==> config.mk <==
export PLATFORM = sky130hd
export DESIGN_NAME = ghash_block_accumulator_flat
export DESIGN_NICKNAME = d
export VERILOG_FILES = /design/src/hdl/ghb_pkg.sv /design/src/hdl/ghb_ifs.sv /design/src/hdl/ghash_block_accumulator.sv /design/src/hdl/ghb_key_powers.sv /design/src/hdl/ghb_digit_mult.sv /design/src/flat_wrapper.sv
export SDC_FILE = /design/constraint.sdc
export NUM_CORES = 2
export LEC_CHECK = 0
export ABC_AREA = 1
export BUFFER_PORTS_ARGS = -buffer_cell sky130_fd_sc_hd__buf_2
export CAP_MARGIN = 20
export CORE_AREA = 2 2 292 294
export DETAILED_ROUTE_END_ITERATION = 8
export DIE_AREA = 0 0 294 296
export PLACE_DENSITY = 0.75
export SLEW_MARGIN = 20
export SYNTH_ARGS = -nofsm -noshare
export SYNTH_HDL_FRONTEND = slang
export SYNTH_SLANG_ARGS = --single-unit
==> constraint.sdc <==
create_clock -name i_clk -period 7.5 [get_ports i_clk]
set_clock_uncertainty 0.15 [all_clocks]
set_input_delay 0.75 -clock i_clk [delete_from_list [all_inputs] [get_ports i_clk]]
set_output_delay 0.75 -clock i_clk [all_outputs]
set_load 0.02 [all_outputs]
==> src/hdl/ghb_pkg.sv <==
// shared types, constants and gf(2^128) helpers for the ghash block accumulator
// no dependencies
`default_nettype none

package ghb_pkg;

    // default digit width of the serial multiplier
    localparam int DIGIT_BITS_DEF = 4;

    // configuration register indexes
    localparam int CFG_IDX_W = 8;
    localparam logic [CFG_IDX_W-1:0] REG_HASH_KEY_HI = 8'd0;
    localparam logic [CFG_IDX_W-1:0] REG_HASH_KEY_LO = 8'd1;

    // reduction constant in the reflected gcm convention
    localparam logic [63:0] POLY_HI = 64'he100000000000000;

    // control from the top level to the multiplier
    typedef struct packed {
        logic load;
        logic ack;
    } t_mult_ctl;

    // status from the multiplier to the top level
    typedef struct packed {
        logic idle;
        logic done;
    } t_mult_stat;

    // multiply by x with reduction, msb of the word is the x^0 term
    function automatic logic [127:0] times_x(input logic [127:0] v);
        logic [127:0] r;
        r = v >> 1;
        r[127:64] = r[127:64] ^ (v[0] ? POLY_HI : 64'd0);
        return r;
    endfunction

    // upper half of v * x^digit_bits, used to fold shifted-out bits back
    function automatic logic [63:0] fold_entry(input int v, input int digit_bits);
        logic [127:0] r;
        r = {96'd0, v};
        for (int j = 0; j < digit_bits; j++) begin
            r = times_x(r);
        end
        return r[127:64];
    endfunction

endpackage

`default_nettype wire

==> src/hdl/ghb_ifs.sv <==
// valid/ready channel interfaces of the ghash block accumulator
// uses ghb_pkg for the configuration index width
`default_nettype none

// data block channel
interface ghb_blk_if;
    logic        valid;
    logic        ready;
    logic [63:0] block_hi;
    logic [63:0] block_lo;
    logic        start_req;

    modport source (output valid, output block_hi, output block_lo, output start_req,
                    input ready);
    modport sink   (input valid, input block_hi, input block_lo, input start_req,
                    output ready);
endinterface

// digest channel
interface ghb_dig_if;
    logic        valid;
    logic        ready;
    logic [63:0] digest_hi;
    logic [63:0] digest_lo;

    modport source (output valid, output digest_hi, output digest_lo, input ready);
    modport sink   (input valid, input digest_hi, input digest_lo, output ready);
endinterface

// configuration write channel
interface ghb_cfg_if;
    logic                           valid;
    logic                           ready;
    logic [ghb_pkg::CFG_IDX_W-1:0]  reg_index;
    logic [63:0]                    wr_data;

    modport source (output valid, output reg_index, output wr_data, input ready);
    modport sink   (input valid, input reg_index, input wr_data, output ready);
endinterface

`default_nettype wire

==> src/hdl/ghash_block_accumulator.sv <==
// ghash block accumulator top level: key registers, accumulator, digest register
// uses ghb_pkg, ghb_ifs, ghb_key_powers and ghb_digit_mult
//
// channel  direction  payload                        accepted when
// i_blk    in         block_hi, block_lo, start_req  valid && ready
// o_dig    out        digest_hi, digest_lo           valid && ready
// i_cfg    in         reg_index, wr_data             valid && ready
//
// an item passes through one load, one digit per cycle in the digit loop of
// ghb_digit_mult, and one write-back before the next block can be accepted;
// the write-back waits while the digest register still holds an untaken digest.
// after reset and after each key write, blocks wait while the power taps refill.
// a digest that is not taken holds the result in the digest register, and the
// next block may be accepted meanwhile.
`default_nettype none

module ghash_block_accumulator #(
    parameter int DIGIT_BITS = ghb_pkg::DIGIT_BITS_DEF
) (
    input  wire logic  i_clk,
    input  wire logic  i_rst_n,
    ghb_blk_if.sink    i_blk,
    ghb_dig_if.source  o_dig,
    ghb_cfg_if.sink    i_cfg
);

    logic [63:0]                  r_key_hi;
    logic [63:0]                  r_key_lo;
    logic [127:0]                 r_acc;
    logic [127:0]                 r_out;
    logic                         r_out_valid;

    logic                         w_cfg_acc;
    logic                         w_key_wr;
    logic [DIGIT_BITS-1:0][127:0] w_powers;
    logic                         w_settled;
    logic [127:0]                 w_operand;
    logic [127:0]                 w_prod;
    ghb_pkg::t_mult_ctl           w_ctl;
    ghb_pkg::t_mult_stat          w_stat;

    // key registers
    assign i_cfg.ready = 1'b1;
    assign w_cfg_acc   = i_cfg.valid && i_cfg.ready;
    assign w_key_wr    = w_cfg_acc && ((i_cfg.reg_index == ghb_pkg::REG_HASH_KEY_HI) ||
                                       (i_cfg.reg_index == ghb_pkg::REG_HASH_KEY_LO));

    always_ff @(posedge i_clk) begin
        if (!i_rst_n) begin
            r_key_hi <= '0;
            r_key_lo <= '0;
        end else if (w_cfg_acc) begin
            unique case (i_cfg.reg_index)
                ghb_pkg::REG_HASH_KEY_HI: r_key_hi <= i_cfg.wr_data;
                ghb_pkg::REG_HASH_KEY_LO: r_key_lo <= i_cfg.wr_data;
                default: ;
            endcase
        end
    end

    ghb_key_powers #(
        .DIGIT_BITS (DIGIT_BITS)
    ) u_key_powers (
        .i_clk     (i_clk),
        .i_rst_n   (i_rst_n),
        .i_key     ({r_key_hi, r_key_lo}),
        .i_key_wr  (w_key_wr),
        .o_powers  (w_powers),
        .o_settled (w_settled)
    );

    // block intake: start clears the running value before the xor
    assign i_blk.ready = w_stat.idle && w_settled;
    assign w_operand   = (i_blk.start_req ? 128'd0 : r_acc) ^ {i_blk.block_hi, i_blk.block_lo};
    assign w_ctl.load  = i_blk.valid && i_blk.ready;
    assign w_ctl.ack   = w_stat.done && (!r_out_valid || o_dig.ready);

    ghb_digit_mult #(
        .DIGIT_BITS (DIGIT_BITS)
    ) u_digit_mult (
        .i_clk     (i_clk),
        .i_rst_n   (i_rst_n),
        .i_ctl     (w_ctl),
        .i_operand (w_operand),
        .i_powers  (w_powers),
        .o_stat    (w_stat),
        .o_prod    (w_prod)
    );

    // accumulator
    always_ff @(posedge i_clk) begin
        if (!i_rst_n) begin
            r_acc <= '0;
        end else if (w_ctl.ack) begin
            r_acc <= w_prod;
        end
    end

    // digest register
    always_ff @(posedge i_clk) begin
        if (!i_rst_n) begin
            r_out_valid <= 1'b0;
        end else if (w_ctl.ack) begin
            r_out_valid <= 1'b1;
        end else if (o_dig.ready) begin
            r_out_valid <= 1'b0;
        end
    end

    always_ff @(posedge i_clk) begin
        if (w_ctl.ack) begin
            r_out <= w_prod;
        end
    end

    assign o_dig.valid     = r_out_valid;
    assign o_dig.digest_hi = r_out[127:64];
    assign o_dig.digest_lo = r_out[63:0];

endmodule

`default_nettype wire

==> src/hdl/ghb_key_powers.sv <==
// shift line of key powers h, h*x, ... h*x^(digit_bits-1)
// uses ghb_pkg::times_x
`default_nettype none

module ghb_key_powers #(
    parameter int DIGIT_BITS = ghb_pkg::DIGIT_BITS_DEF
) (
    input  wire logic                         i_clk,
    input  wire logic                         i_rst_n,
    input  wire logic [127:0]                 i_key,
    input  wire logic                         i_key_wr,
    output logic [DIGIT_BITS-1:0][127:0]      o_powers,
    output logic                              o_settled
);

    localparam int SW = $clog2(DIGIT_BITS + 1);

    logic [DIGIT_BITS-1:0][127:0] r_pow;
    logic [SW-1:0]                r_settle;
    logic [SW-1:0]                n_settle;

    // each tap takes the previous one times x, the line refills after a key change
    always_ff @(posedge i_clk) begin
        r_pow[0] <= i_key;
        for (int j = 1; j < DIGIT_BITS; j++) begin
            r_pow[j] <= ghb_pkg::times_x(r_pow[j-1]);
        end
    end

    // settle count: the line is valid once every tap has seen the key
    always_comb begin
        n_settle = r_settle;
        if (i_key_wr) begin
            n_settle = SW'(DIGIT_BITS);
        end else if (r_settle != '0) begin
            n_settle = r_settle - SW'(1);
        end
    end

    always_ff @(posedge i_clk) begin
        if (!i_rst_n) begin
            r_settle <= SW'(DIGIT_BITS);
        end else begin
            r_settle <= n_settle;
        end
    end

    assign o_powers  = r_pow;
    assign o_settled = (r_settle == '0);

endmodule

`default_nettype wire

==> src/hdl/ghb_digit_mult.sv <==
// digit-serial gf(2^128) multiplier, one digit of the operand per cycle
// uses ghb_pkg types and fold_entry; key powers come from ghb_key_powers
`default_nettype none

module ghb_digit_mult #(
    parameter int DIGIT_BITS = ghb_pkg::DIGIT_BITS_DEF
) (
    input  wire logic                         i_clk,
    input  wire logic                         i_rst_n,
    input  wire ghb_pkg::t_mult_ctl           i_ctl,
    input  wire logic [127:0]                 i_operand,
    input  wire logic [DIGIT_BITS-1:0][127:0] i_powers,
    output ghb_pkg::t_mult_stat               o_stat,
    output logic [127:0]                      o_prod
);

    localparam int NUM_DIGITS = (128 + DIGIT_BITS - 1) / DIGIT_BITS;
    localparam int XW         = NUM_DIGITS * DIGIT_BITS;
    localparam int PADW       = XW - 128;
    localparam int TBL        = 1 << DIGIT_BITS;
    localparam int CW         = $clog2(NUM_DIGITS + 1);

    typedef enum logic [2:0] {
        S_IDLE = 3'b001,
        S_RUN  = 3'b010,
        S_DONE = 3'b100
    } t_state;

    t_state               r_state, n_state;
    logic [CW-1:0]        r_cnt, n_cnt;
    logic [XW-1:0]        r_x, n_x;
    logic [127:0]         r_z, n_z;

    logic [63:0]          w_fold [TBL];
    logic [DIGIT_BITS-1:0] w_digit;
    logic [DIGIT_BITS-1:0] w_rem;
    logic [127:0]         w_mul;
    logic [127:0]         w_step;

    // constant reduction table for the bits that drop off the low end
    for (genvar v = 0; v < TBL; v++) begin : g_fold
        localparam logic [63:0] FOLD_V = ghb_pkg::fold_entry(v, DIGIT_BITS);
        assign w_fold[v] = FOLD_V;
    end

    // last digit first: it sits at the bottom of the operand shift register
    assign w_digit = r_x[DIGIT_BITS-1:0];
    assign w_rem   = r_z[DIGIT_BITS-1:0];

    // digit times h from the power taps, msb of the digit picks h itself
    always_comb begin
        w_mul = '0;
        for (int j = 0; j < DIGIT_BITS; j++) begin
            if (w_digit[DIGIT_BITS-1-j]) begin
                w_mul = w_mul ^ i_powers[j];
            end
        end
    end

    // horner step: z * x^digit_bits plus digit * h
    assign w_step = (r_z >> DIGIT_BITS) ^ {w_fold[w_rem], 64'd0} ^ w_mul;

    // sequencer
    always_comb begin
        n_state = r_state;
        n_cnt   = r_cnt;
        n_x     = r_x;
        n_z     = r_z;
        unique case (r_state)
            S_IDLE: begin
                if (i_ctl.load) begin
                    n_x     = XW'(i_operand) << PADW;
                    n_z     = '0;
                    n_cnt   = CW'(NUM_DIGITS);
                    n_state = S_RUN;
                end
            end
            S_RUN: begin
                n_z   = w_step;
                n_x   = r_x >> DIGIT_BITS;
                n_cnt = r_cnt - CW'(1);
                if (r_cnt == CW'(1)) begin
                    n_state = S_DONE;
                end
            end
            S_DONE: begin
                if (i_ctl.ack) begin
                    n_state = S_IDLE;
                end
            end
            default: begin
                n_state = S_IDLE;
            end
        endcase
    end

    always_ff @(posedge i_clk) begin
        if (!i_rst_n) begin
            r_state <= S_IDLE;
            r_cnt   <= '0;
        end else begin
            r_state <= n_state;
            r_cnt   <= n_cnt;
        end
    end

    // datapath registers
    always_ff @(posedge i_clk) begin
        r_x <= n_x;
        r_z <= n_z;
    end

    assign o_stat.idle = (r_state == S_IDLE);
    assign o_stat.done = (r_state == S_DONE);
    assign o_prod      = r_z;

endmodule

`default_nettype wire

==> src/flat_wrapper.sv <==
// flat-port wrapper written by rule: the top's interface ports become plain ports
module ghash_block_accumulator_flat 
#(
    parameter int DIGIT_BITS = ghb_pkg::DIGIT_BITS_DEF
)
  (i_clk, i_rst_n, i_blk_valid, i_blk_block_hi, i_blk_block_lo, i_blk_start_req, i_blk_ready, o_dig_valid, o_dig_digest_hi, o_dig_digest_lo, o_dig_ready, i_cfg_valid, i_cfg_reg_index, i_cfg_wr_data, i_cfg_ready);
  ghb_blk_if i_blk_i ();
  ghb_dig_if o_dig_i ();
  ghb_cfg_if i_cfg_i ();
  input  wire logic i_clk;
  input  wire logic i_rst_n;
  input wire logic [$bits(i_blk_i.valid)-1:0] i_blk_valid;
  input wire logic [$bits(i_blk_i.block_hi)-1:0] i_blk_block_hi;
  input wire logic [$bits(i_blk_i.block_lo)-1:0] i_blk_block_lo;
  input wire logic [$bits(i_blk_i.start_req)-1:0] i_blk_start_req;
  output wire logic [$bits(i_blk_i.ready)-1:0] i_blk_ready;
  output wire logic [$bits(o_dig_i.valid)-1:0] o_dig_valid;
  output wire logic [$bits(o_dig_i.digest_hi)-1:0] o_dig_digest_hi;
  output wire logic [$bits(o_dig_i.digest_lo)-1:0] o_dig_digest_lo;
  input wire logic [$bits(o_dig_i.ready)-1:0] o_dig_ready;
  input wire logic [$bits(i_cfg_i.valid)-1:0] i_cfg_valid;
  input wire logic [$bits(i_cfg_i.reg_index)-1:0] i_cfg_reg_index;
  input wire logic [$bits(i_cfg_i.wr_data)-1:0] i_cfg_wr_data;
  output wire logic [$bits(i_cfg_i.ready)-1:0] i_cfg_ready;
  assign i_blk_i.valid = i_blk_valid;
  assign i_blk_i.block_hi = i_blk_block_hi;
  assign i_blk_i.block_lo = i_blk_block_lo;
  assign i_blk_i.start_req = i_blk_start_req;
  assign i_blk_ready = i_blk_i.ready;
  assign o_dig_valid = o_dig_i.valid;
  assign o_dig_digest_hi = o_dig_i.digest_hi;
  assign o_dig_digest_lo = o_dig_i.digest_lo;
  assign o_dig_i.ready = o_dig_ready;
  assign i_cfg_i.valid = i_cfg_valid;
  assign i_cfg_i.reg_index = i_cfg_reg_index;
  assign i_cfg_i.wr_data = i_cfg_wr_data;
  assign i_cfg_ready = i_cfg_i.ready;
  ghash_block_accumulator #(.DIGIT_BITS(DIGIT_BITS)) u_core (.i_clk(i_clk), .i_rst_n(i_rst_n), .i_blk(i_blk_i), .o_dig(o_dig_i), .i_cfg(i_cfg_i));
endmodule
==> results.yml <==
run_status:
  status: "finished with violations"
  failed_checks: "max-slew violations"
placed_design:
  port_buffers: 335
  hpwlAfterDp_um: 73700
  gp_congestion: 0.886
clock_network:
  cts_made_buffers: 114
  cts_htree_levels: 3
  clock_path_buffers: 3
  clock-sinks: 1165
  cts_tree: "built"
  post_cts_buffers: 0
  cts_resized: 0
  cts.hold.buffers_added: 0
  clkLatencyLatePin_ps: 680
  cts_root_buffer: "clkbuf_16"
  clk_pin_slew_worst_paths_ps: 60
yosys:
  synth-main-ff-cell: "dfxtp_1"
  async_reset_ff_share_pct: 0
  synth-edff-count: 384
  yosysSeqAreaShare_pct: 60.3
  netlist_top_cells_count: "nand2_1 (1,743), dfxtp_1 (781), nand3_1 (686)"
  syn-instance-count: 5122
  yosys.area.top_type: "dfxtp_1"
  synth_nets: 5332
  yosys_warnings: 0
  synth_area_per_cell_um2: 8.80
  synth_cell_types: 29
  synthTopCellsByArea: "dfxtp_1 (35%), edfxtp_1 (26%), nand2_1 (15%), nand3_1 (7.6%), a21oi_1 (4.4%)"
  yosysMostFrequentCell: "nand2_1"
  synth-seq-cells: 1165
  yosysTopAreaCellShare_pct: 34.7
  syn_area_mm2: 0.0451
floorplanning:
  coreArea_mm2: 0.0842
  die_w_um: 294
  rows: 107
  start_util_pct: 53.5
  ios: 337
  die_h_um: 296
  die-area_mm2: 0.0870
global_routing:
  use_met3_pct: 3.69
  grt_overflow: 0
  met1_usage_pct: 34.2
  grtUsageMet2_pct: 41.7
  grt_busiest_layer: "met2"
  grt_max_degree: 248
  grt_pass1_vias: 32000
  grt_pass1_wl_um: 173000
  antenna_found_initial: 12
  grt_usage_pct: 25.3
sta:
  relSlewSlack_pct: -8.63
  min_period_over_period_pct: 39.4
  drv_slew: 122
  rsz0062_at_grt: "false"
  setup_viol: 0
  finalSetupTns_ps: 0
  fmax_ghz: 0.339
  tightestPinTransition_ps: 1630
  period_needed_ps: 2950
  hold_viol: 0
cells_and_area:
  areaGrowthSynthToFinish_pct: 12.8
  num-nets-final: 5543
  drive_gt1_share_pct: 10.4
  fillers: 7022
  final_util_pct: 60.4
  seq_area_mm2: 0.0272
  multi_input_area_mm2: 0.0153
critical_path:
  startpoint_type: "register"
  cp-end-kind: "register"
  cp.arrival_ps: 3220
  crit_required_ps: 7770
  crit_type: "reg -> reg"
  critPathMaxFanout: 84
  reg2reg_slack_ps: 4550
min_path:
  hold_path.class: "reg -> reg"
detailed_routing:
  routed_via_density: 5.31
  drc_errors: 0
  via_count: 34600
  detail-route-antenna-nets: 0
  first_pass_iters: 6
  wl_um: 111000
  drt_iter0_drc: 2945
  wl_per_cell_um: 17.1
power_and_ir_drop:
  power_mw: 13.5
  leakage_nw: 18.7
  ir_drop_mv: 0.185
  power_density_mw_per_mm2: 266
run:
  drv_cap: 0
final timing paths:
check                                                          start                                      endpoint  depth (start not counted)
worst max-delay path            u_core.u_digit_mult.r_x[1]$_DFFE_PP_  u_core.u_digit_mult.o_prod[41]$_SDFFCE_PN0P_                          9
worst min register to register      u_core.r_key_hi[29]$_SDFFE_PN0P_      u_core.u_key_powers.o_powers[93]$_DFF_P_                          0
worst max register to register  u_core.u_digit_mult.r_x[1]$_DFFE_PP_  u_core.u_digit_mult.o_prod[41]$_SDFFCE_PN0P_                          9
worst min-delay path                u_core.r_key_hi[29]$_SDFFE_PN0P_      u_core.u_key_powers.o_powers[93]$_DFF_P_                          0
where the power goes:
part / leakage, nW / internal (mW) / switching (mW)
Combinational: 6.92 / 0.168 / 0.557
Sequential: 9.79 / 6.79 / 0.173
Clock: 1.95 / 3.41 / 2.45
logic make-up (layout without fill, tap and decap cells):
family | count (synthesis) | after routing | synth area share (%)
AO/OA/AOI/OAI | 591 | 591 | 6.56
XOR/XNOR | 165 | 165 | 3.21
adder cells (fa/ha/maj) | 4 | 4 | 0.111
buffers and inverters | 545 | 855 | 5.83
flip-flops | 1165 | 1165 | 60.3
other | 1 | 6 | 0.00832
AND/OR/NAND/NOR | 2651 | 2651 | 24.0
per-layer routing:
layer | wire (um) | share of wire [%]
met4 | 3430 | 3.1
met2 | 52500 | 47
met3 | 7630 | 6.8
met5 | 66 | 0.059
met1 | 47900 | 43
final cells by class:
cell class,instances,area share (%)
timing repair buffer,363,3.88
inverter,277,2.10
tap,1090,2.68
clock buffer,177,7.05
clock inverter,38,0.672
sequential,1165,53.4
antenna,5,0.0246
multi-input combinational,3412,30.2
sequential cells by signal (all words and copies together) (netlist names):
register,cells
u_core.u_key_powers.o_powers,512
u_core.r_acc,128
u_core.r_out,128
u_core.u_digit_mult.o_prod,128
u_core.u_digit_mult.r_x,128
u_core.r_key_hi,64
u_core.r_key_lo,64
u_core.u_digit_mult.r_cnt,6
u_core.u_digit_mult.r_state,3
u_core.u_key_powers.r_settle,3
u_core.o_dig.valid,1
placed cells by master (no fill, tap or decap), drive strengths merged:
cell and n:
nand2 1744, dfxtp 781, nand3 687, a21oi 392
edfxtp 384, buf 363, inv 288, nor2 215
o21ai 199, clkbuf 177, xor2 150, clkinv 23
xnor2 15, diode 5, ha 4, bufinv 3
nand4 2, or2 2, nor3 1, conb 1
clkinvlp 1
per-stage QoR:
stage / hold WS [ps] / instance area, um^2 / cells / setup WS, ps
floorplan: 179 / 45100 / 5122 / 182
global placement: 186 / 46900 / 6306 / 4090
detailed placement: 186 / 46900 / 6306 / 3990
CTS: 164 / 50800 / 6521 / 4570
global route: 183 / 50800 / 6523 / 4300
finish: 183 / 50800 / 6527 / 4550
worst max-delay path, stage by stage (launching register included):
cell,delay (ps)
edfxtp_1,360
buf_4,670
buf_4,780
nand2_1,140
nand3_1,120
nand2_1,100
inv_1,70
nand2_1,60
a21oi_1,130
nor2_1,60
(Power assumes the default switching activity.)
